==> src/hdl/drp_pkg.sv <==
// Shared types, constants and helpers of the delta Rice sample encoder.
package drp_pkg;

    localparam int SAMPLE_W = 16;
    localparam int LEVEL_W  = 10;
    localparam int ZZ_W     = 11;
    localparam int K_W      = 4;
    localparam int Q_W      = 8;
    localparam int POS_W    = 9;
    localparam int LEFT_W   = 6;
    localparam int BYTE_W   = 8;
    localparam int CNT_W    = 3;

    localparam logic [K_W-1:0]  K_MIN         = 4'd3;
    localparam logic [K_W-1:0]  K_MAX         = 4'd10;
    localparam logic [K_W-1:0]  K_RESET       = 4'd3;
    localparam logic [ZZ_W-1:0] SENTINEL_CODE = 11'd1024;
    localparam logic [ZZ_W-1:0] PADDING_CODE  = 11'd255;

    typedef enum logic [1:0] {
        ST_IDLE,
        ST_PREP,
        ST_RUN
    } drp_state_t;

    typedef struct packed {
        logic load;
        logic prep;
        logic step;
    } drp_cmd_t;

    typedef struct packed {
        logic out_hold;
        logic item_done;
    } drp_status_t;

    function automatic logic [K_W-1:0] eff_k(input logic [K_W-1:0] rice);
        logic [K_W-1:0] k;
        k = rice;
        if (rice < K_MIN)
        begin
            k = K_MIN;
        end
        else if (rice > K_MAX)
        begin
            k = K_MAX;
        end
        return k;
    endfunction

endpackage

==> src/hdl/drp_ctrl.sv <==
// Controller state machine of the delta Rice sample encoder.
module drp_ctrl
    import drp_pkg::*;
(
    input  logic        clk,
    input  logic        rst_n,
    input  logic        in_valid,
    output logic        in_ready,
    input  drp_status_t status,
    output drp_cmd_t    cmd
);

    drp_state_t state_reg;
    drp_state_t state_next;

    always_ff @(posedge clk or negedge rst_n)
    begin
        if (!rst_n)
        begin
            state_reg <= ST_IDLE;
        end
        else
        begin
            state_reg <= state_next;
        end
    end

    always_comb
    begin
        state_next = state_reg;
        case (state_reg)
            ST_IDLE:
            begin
                if (in_valid)
                begin
                    state_next = ST_PREP;
                end
            end
            ST_PREP:
            begin
                state_next = ST_RUN;
            end
            ST_RUN:
            begin
                if (!status.out_hold && status.item_done)
                begin
                    state_next = ST_IDLE;
                end
            end
            default:
            begin
                state_next = ST_IDLE;
            end
        endcase
    end

    always_comb
    begin
        in_ready = 1'b0;
        cmd      = '0;
        case (state_reg)
            ST_IDLE:
            begin
                in_ready = 1'b1;
                cmd.load = in_valid;
            end
            ST_PREP:
            begin
                cmd.prep = 1'b1;
            end
            ST_RUN:
            begin
                cmd.step = !status.out_hold;
            end
            default:
            begin
                in_ready = 1'b0;
            end
        endcase
    end

endmodule

==> src/hdl/drp_datapath.sv <==
// Datapath: quantiser, delta and zigzag, Rice bit packer and output register.
module drp_datapath
    import drp_pkg::*;
(
    input  logic                       clk,
    input  logic                       rst_n,
    input  logic                       cfg_wr_en,
    input  logic [K_W-1:0]             cfg_wr_data,
    input  logic                       func,
    input  logic signed [SAMPLE_W-1:0] sample,
    input  drp_cmd_t                   cmd,
    output drp_status_t                status,
    output logic                       out_valid,
    input  logic                       out_ready,
    output logic [BYTE_W-1:0]          code_byte,
    output logic                       last_of_run,
    output logic                       stream_end
);

    logic [K_W-1:0]    rice_reg;
    logic [LEVEL_W-1:0] prev_reg;
    logic [BYTE_W-1:0] acc_reg;
    logic [CNT_W-1:0]  cnt_reg;
    logic [ZZ_W-1:0]   x_reg;
    logic [Q_W-1:0]    q_reg;
    logic [POS_W-1:0]  len_reg;
    logic [POS_W-1:0]  pos_reg;
    logic              fin_reg;
    logic              seg2_reg;
    logic [LEFT_W-1:0] left_reg;
    logic              out_valid_reg;
    logic [BYTE_W-1:0] code_byte_reg;
    logic              last_reg;
    logic              end_reg;

    logic [K_W-1:0]    k;
    logic [LEVEL_W-1:0] level;
    logic [ZZ_W-1:0]   diff;
    logic [ZZ_W-1:0]   zz;
    logic [ZZ_W-1:0]   q_full;
    logic [Q_W-1:0]    q_cur;
    logic [POS_W-1:0]  len_cur;
    logic [ZZ_W-1:0]   pad_q_full;
    logic [Q_W-1:0]    pad_q;
    logic [POS_W-1:0]  pad_len;
    logic [POS_W-1:0]  total;
    logic [3:0]        avail;
    logic [POS_W-1:0]  rem;
    logic [3:0]        fill;
    logic [3:0]        sum;
    logic              byte_full;
    logic              cw_done;
    logic              item_done;
    logic [15:0]       x_ext;
    logic [POS_W-1:0]  q9;
    logic [BYTE_W-1:0] take;
    logic [BYTE_W-1:0] lane_bit;
    logic [BYTE_W-1:0] acc_new;

    assign k          = eff_k(rice_reg);
    assign level      = sample[SAMPLE_W-1:SAMPLE_W-LEVEL_W];
    assign diff       = {level[LEVEL_W-1], level} - {prev_reg[LEVEL_W-1], prev_reg};
    assign zz         = {diff[ZZ_W-2:0], 1'b0} ^ {ZZ_W{diff[ZZ_W-1]}};

    assign q_full     = x_reg >> k;
    assign q_cur      = q_full[Q_W-1:0];
    assign len_cur    = POS_W'(q_cur) + POS_W'(1) + POS_W'(k);
    assign pad_q_full = PADDING_CODE >> k;
    assign pad_q      = pad_q_full[Q_W-1:0];
    assign pad_len    = POS_W'(pad_q) + POS_W'(1) + POS_W'(k);
    assign total      = POS_W'(cnt_reg) + len_cur + (fin_reg ? pad_len : '0);

    assign avail      = 4'd8 - 4'(cnt_reg);
    assign rem        = len_reg - pos_reg;
    assign fill       = (rem < POS_W'(avail)) ? rem[3:0] : avail;
    assign sum        = 4'(cnt_reg) + fill;
    assign byte_full  = sum[3];
    assign cw_done    = (pos_reg + POS_W'(fill)) == len_reg;
    assign item_done  = cw_done && !seg2_reg;

    assign x_ext      = {5'b0, x_reg};
    assign q9         = POS_W'(q_reg);

    for (genvar j = 0; j < BYTE_W; j++)
    begin : g_lane
        logic [POS_W-1:0] p;
        logic [POS_W-1:0] r;
        assign p           = pos_reg + POS_W'(j) - POS_W'(cnt_reg);
        assign r           = p - q9 - POS_W'(1);
        assign take[j]     = (CNT_W'(j) >= cnt_reg) && (4'(j) < sum);
        assign lane_bit[j] = take[j] & ((p < q9) ? 1'b0 : (p == q9) ? 1'b1 : x_ext[r[3:0]]);
    end

    assign acc_new = acc_reg | lane_bit;

    always_ff @(posedge clk or negedge rst_n)
    begin
        if (!rst_n)
        begin
            rice_reg <= K_RESET;
        end
        else if (cfg_wr_en)
        begin
            rice_reg <= cfg_wr_data;
        end
    end

    // accumulator, count and previous level
    always_ff @(posedge clk or negedge rst_n)
    begin
        if (!rst_n)
        begin
            prev_reg <= '0;
            acc_reg  <= '0;
            cnt_reg  <= '0;
        end
        else
        begin
            if (cmd.load)
            begin
                prev_reg <= func ? '0 : level;
            end
            if (cmd.step)
            begin
                if (byte_full || (item_done && fin_reg))
                begin
                    acc_reg <= '0;
                    cnt_reg <= '0;
                end
                else
                begin
                    acc_reg <= acc_new;
                    cnt_reg <= sum[CNT_W-1:0];
                end
            end
        end
    end

    // codeword sequencing
    always_ff @(posedge clk or negedge rst_n)
    begin
        if (!rst_n)
        begin
            fin_reg  <= 1'b0;
            seg2_reg <= 1'b0;
            pos_reg  <= '0;
            left_reg <= '0;
        end
        else if (cmd.load)
        begin
            fin_reg  <= func;
            seg2_reg <= func;
            pos_reg  <= '0;
        end
        else if (cmd.prep)
        begin
            left_reg <= total[POS_W-1:CNT_W];
        end
        else if (cmd.step)
        begin
            if (cw_done && seg2_reg)
            begin
                seg2_reg <= 1'b0;
                pos_reg  <= '0;
            end
            else
            begin
                pos_reg <= pos_reg + POS_W'(fill);
            end
            if (byte_full)
            begin
                left_reg <= left_reg - LEFT_W'(1);
            end
        end
    end

    always_ff @(posedge clk)
    begin
        if (cmd.load)
        begin
            x_reg <= func ? SENTINEL_CODE : zz;
        end
        else if (cmd.prep)
        begin
            q_reg   <= q_cur;
            len_reg <= len_cur;
        end
        else if (cmd.step && cw_done && seg2_reg)
        begin
            x_reg   <= PADDING_CODE;
            q_reg   <= pad_q;
            len_reg <= pad_len;
        end
    end

    always_ff @(posedge clk or negedge rst_n)
    begin
        if (!rst_n)
        begin
            out_valid_reg <= 1'b0;
        end
        else if (cmd.step && byte_full)
        begin
            out_valid_reg <= 1'b1;
        end
        else if (out_ready)
        begin
            out_valid_reg <= 1'b0;
        end
    end

    always_ff @(posedge clk)
    begin
        if (cmd.step && byte_full)
        begin
            code_byte_reg <= acc_new;
            last_reg      <= (left_reg == LEFT_W'(1));
            end_reg       <= (left_reg == LEFT_W'(1)) && fin_reg;
        end
    end

    assign status.out_hold  = out_valid_reg && !out_ready;
    assign status.item_done = item_done;

    assign out_valid   = out_valid_reg;
    assign code_byte   = code_byte_reg;
    assign last_of_run = last_reg;
    assign stream_end  = end_reg;

endmodule

==> src/hdl/delta_rice_sample_encoder.sv <==
// Top level of the delta Rice sample encoder: controller and datapath.
// An item is accepted in ST_IDLE and its codewords are sized in ST_PREP; in ST_RUN the packer then makes
// one step per cycle while the output is not held, a step emitting at most one registered output byte.
// Reset (rst_n low, asynchronous) clears the state, the bit accumulator and sets k to 3.
module delta_rice_sample_encoder
    import drp_pkg::*;
(
    input  logic                       clk,
    input  logic                       rst_n,
    input  logic                       cfg_wr_en,
    input  logic [K_W-1:0]             cfg_wr_data,
    input  logic                       in_valid,
    output logic                       in_ready,
    input  logic                       func,
    input  logic signed [SAMPLE_W-1:0] sample,
    output logic                       out_valid,
    input  logic                       out_ready,
    output logic [BYTE_W-1:0]          code_byte,
    output logic                       last_of_run,
    output logic                       stream_end
);

    drp_cmd_t    cmd;
    drp_status_t status;

    drp_ctrl u_ctrl (
        .clk      (clk),
        .rst_n    (rst_n),
        .in_valid (in_valid),
        .in_ready (in_ready),
        .status   (status),
        .cmd      (cmd)
    );

    drp_datapath u_datapath (
        .clk         (clk),
        .rst_n       (rst_n),
        .cfg_wr_en   (cfg_wr_en),
        .cfg_wr_data (cfg_wr_data),
        .func        (func),
        .sample      (sample),
        .cmd         (cmd),
        .status      (status),
        .out_valid   (out_valid),
        .out_ready   (out_ready),
        .code_byte   (code_byte),
        .last_of_run (last_of_run),
        .stream_end  (stream_end)
    );

endmodule

==> config.mk <==
export PLATFORM = sky130hd
export DESIGN_NAME = delta_rice_sample_encoder
export DESIGN_NICKNAME = d
export VERILOG_FILES = /design/src/hdl/drp_pkg.sv /design/src/hdl/drp_ctrl.sv /design/src/hdl/drp_datapath.sv /design/src/hdl/delta_rice_sample_encoder.sv
export SDC_FILE = /design/constraint.sdc
export NUM_CORES = 1
export LEC_CHECK = 0
export BUFFER_PORTS_ARGS = -buffer_cell sky130_fd_sc_hd__buf_2
export CORE_MARGIN = 2
export CORE_UTILIZATION = 40
export CTS_BUF_LIST = sky130_fd_sc_hd__clkbuf_8
export CTS_CLUSTER_SIZE = 10
export DETAILED_ROUTE_END_ITERATION = 8
export PLACE_DENSITY = 0.56
export SYNTH_ARGS = -nofsm -noshare
export SYNTH_HDL_FRONTEND = slang
export SYNTH_SLANG_ARGS = --single-unit
==> constraint.sdc <==
create_clock -name clk -period 7.35 [get_ports clk]
set_input_delay 0.3675 -clock clk [delete_from_list [all_inputs] [get_ports clk]]
set_output_delay 0.3675 -clock clk [all_outputs]
set_load 0.02 [all_outputs]
==> results by group <==
Power and ir drop
  • Seq pwr share: 14.5%
  • Leak: 4.69 nW
  • Clock power frac: 6.4%
  • Maximum VDD drop: 0.165 mV
  • Sw Ratio: 51.8%
  • Comb pwr share: 79.1%
  • Overall Power: 5.60 mW
  • Psw: 2.90 mW
  • Power density over the cells: approximately 520 nW/µm²
  • Internal power: 2.70 mW

Final layout
  • Post-Layout Cell Count: roughly 1500
  • Layout cells sized above 1: under 10%
  • Layout Nets: 1326
  • Diodes inserted: 0
  • Multi-input logic area: 7270 µm²
  • Commonest non-fill, non-tap cell in the layout: ha_1
  • Most frequent cells in the layout: ha_1, nor2_1, o21ai_0
  • Register area: 2270 µm²
  • Area delta synth->final: 6.78%
  • Max FFs per register: 11
  • Fillcell total: 2454

Synthesis
  • Primary FF master, synth: dfrtp_1
  • Async SR Flop Fraction: 54.2%
  • Yosys reg bits: 83
  • Post-Synth XOR/XNOR Area: 10.3%
  • Synthesis Warnings: 0
  • Simple-gate area share of the yosys netlist: 15.1%
  • Post-synth EDFFs: 38
  • Syn avg cell area: between 8 and 9 µm²
  • Mux share of post-synthesis cell area: 6.60%
  • Adder-Cell Fraction of Synth Area: 22.2%
  • Post-synthesis sequential area ratio: about 23%
  • Distinct cells, synth: 88
  • Compound-gate portion of the synthesized area: a little under a fifth
  • Largest family of logic cells by synthesized area: adder cells
  • Mapped Cells: 1119
  • Cell area after synthesis: 10000 µm²

Clocking
  • Clock sink count: 83
  • Num CTS Buffers: 9
  • Worst-path clk slew: between 0.1 and 0.15 ns
  • CTS Hold Bufs: 0
  • Post_cts resized: 0
  • CTS root buf: clkbuf_8
  • CTS tree: built
  • Post-CTS setup buffer count: 0
  • H-Tree Level Count: 3
  • Clock Tree Buf Depth: 2
  • Clock Latency Late Sink: 0.39 ns

Floorplanning
  • Floorplan row count: 57
  • Die Area: around 26000 µm²
  • Num ports: 38
  • Die Height: 162 µm
  • Core Region: 24500 µm²
  • Die width: about 160 µm
  • Initial Util: between 40% and 50%

Setup path
  • Worst Path Required: 7.65 ns
  • Startpoint types: flop
  • Worst path bufs/invs: 1
  • Top delay family on crit path: compound AO/OA/AOI/OAI gates
  • Maximum fanout along the worst path: 10
  • Crit-path slowest cell: fa_1
  • Most frequent CP cell: ha_1
  • Cell Chain, Critical Path: inv_1 > ha_1 > nor2b_1 > o21a_1 > nor2_1 > xnor2_1 > ha_1 > a2111oi_4 > nand4_4 > nand2_1 > o21ai_0 > ha_1 > fa_1 > a211oi_1 > o211ai_1 > a221oi_1 > o211ai_1 > or2_2 > nand2_1 > o21ai_0 > a21o_1
  • Max stage delay on crit path: 0.46 ns
  • CP Class: reg -> reg
  • CP endpoint kind: flop
  • Crit path DAT: 6.36 ns

Detailed routing
  • DRC Markers: 0
  • Final wirelength: 27400 µm
  • DRT Pass-1 Iters: 5
  • Post-DRT Antenna Nets: 0
  • Routed WL per cell: ~19 µm
  • DR vias: approximately 8000
  • Routed vias/inst: around 5.5
  • DR iter-0 viols: 489

Placement
  • Post-DP HPWL: between 20000 and 25000 µm
  • I/O Buffers: 31
  • Placer Congestion: roughly 0.87
  • Dpl ws: 1.28 ns
  • Placed cells: between 1000 and 1500

Global routing
  • Largest net degree at the start of global routing: 46
  • Grt total ovfl: 0
  • Vias in the first global route: 8139
  • GRT Util Overall: between 20% and 30%
  • Initial antenna violation count: 0
  • First-pass GRT wire length: 44500 µm

STA
  • Final min period: 6.06 ns
  • Worst slew pin tran: 1.04 ns
  • Hold Fails Final Rpt: 0
  • Slew HR: 30.2%
  • Fmax: 165 MHz
  • Layout Skew: roughly 0.026 ns
  • RSZ-0062 raised after global routing: no
  • Final setup violation count: 0
  • Max-slew violation count: 0
  • Period utilisation layout: 82.4%
  • Setup TNS: 0 ns
  • Final Hold Slack: ~0.091 ns
  • Final WS setup: about 1.3 ns

Run
  • Max_cap viols: 0

Run status
  • Status: completed

Hold path
  • Hold Crit Class: in -> async
[kinds of logic (layout without fill, tap and decap cells)]
kind of cell / Yosys count / count (layout)
xor+xnor: 114 / 114
buf+inv: 119 / 140
compound gates: 288 / 288
other cells: 1 / 2
flops: 83 / 83
fa+ha+maj: 164 / 164
simple gates: 304 / 304
mux: 46 / 46
[worst reg2reg max path, cell delays in order, from the launching register on]
cell and delay (ns):
dfrtp_1 0.44, inv_1 0.18, ha_1 0.31, nor2b_1 0.18, o21a_1 0.13, nor2_1 0.04, xnor2_1 0.44, ha_1 0.36
a2111oi_4 0.36, nand4_4 0.27, nand2_1 0.13, o21ai_0 0.13, ha_1 0.26, fa_1 0.46, a211oi_1 0.45, o211ai_1 0.16
a221oi_1 0.36, o211ai_1 0.26, or2_2 0.41, nand2_1 0.31, o21ai_0 0.15, a21o_1 0.19
[path summary, 6_finish.rpt]
kind	startpoint	to	cells past startpoint	slack (ns)
min in group clk	cfg_wr_data[2]	u_datapath.rice_reg[2]	3	0.21
setup / recovery	u_datapath.pos_reg[1]	u_datapath.pos_reg[5]	21	1.29
max in group asynchronous	rst_n	u_datapath.acc_reg[6]	2	6.81
setup reg to reg	u_datapath.pos_reg[1]	u_datapath.pos_reg[5]	21	1.29
hold reg to reg	u_datapath.acc_reg[4]	u_datapath.acc_reg[4]	2	0.50
hold / removal	rst_n	u_datapath.left_reg[5]	2	0.09
[stage by stage]
stage / util, % / area (µm²)
floorplan: - / 10000
global placement: 42.8 / 10500
detailed placement: 42.8 / 10500
CTS: 43.7 / 10700
global route: 43.7 / 10700
finish: 43.7 / 10700
[power by group through the flow]
stage	logic, mW	registers, mW	clock network, mW
floorplan	3.33	0.806	0
global placement	4.34	0.817	0
detailed placement	4.36	0.821	0
CTS	4.40	0.811	0.369
global route	4.95	0.833	0.386
finish	4.43	0.813	0.358
[cells in the mapped netlist (all sizes together) (13+ instances only)]
master / number / area, µm²
nor2b: 18 / 113
nand3: 19 / 100
xnor2: 74 / 663
nor2: 97 / 374
o21ai: 97 / 485
a21oi: 69 / 349
inv: 84 / 315
a21o: 30 / 226
xor2: 40 / 365
mux4: 13 / 293
nor3: 17 / 96.4
dfrtp: 43 / 1080
ha: 142 / 1780
nand4: 16 / 115
nand2: 73 / 274
nand2b: 17 / 106
clkbuf: 24 / 91.3
mux2i: 23 / 255
fa: 22 / 440
edfxtp: 38 / 1140
a211oi: 14 / 115
[metal layers]
| layer | wire length [µm] | track usage [%] | part of all wire (%) |
|---|---|---|---|
| met4 | 590 | 6.11 | 2.2 |
| met3 | 987 | 2.45 | 3.6 |
| met5 | 0 | 0 | 0 |
| met2 | 12800 | 36.1 | 47 |
| met1 | 13000 | 29.9 | 47 |
[cell type report]
type	instances	area share, %
multi-input cells	918	68.1
flip-flops and latches	83	21.3
well taps	324	3.80
inverters	85	2.99
repair buffers	39	2.01
clock buffers	9	1.16
clock inverters	7	0.726
Power figures use the tool's default switching activity.
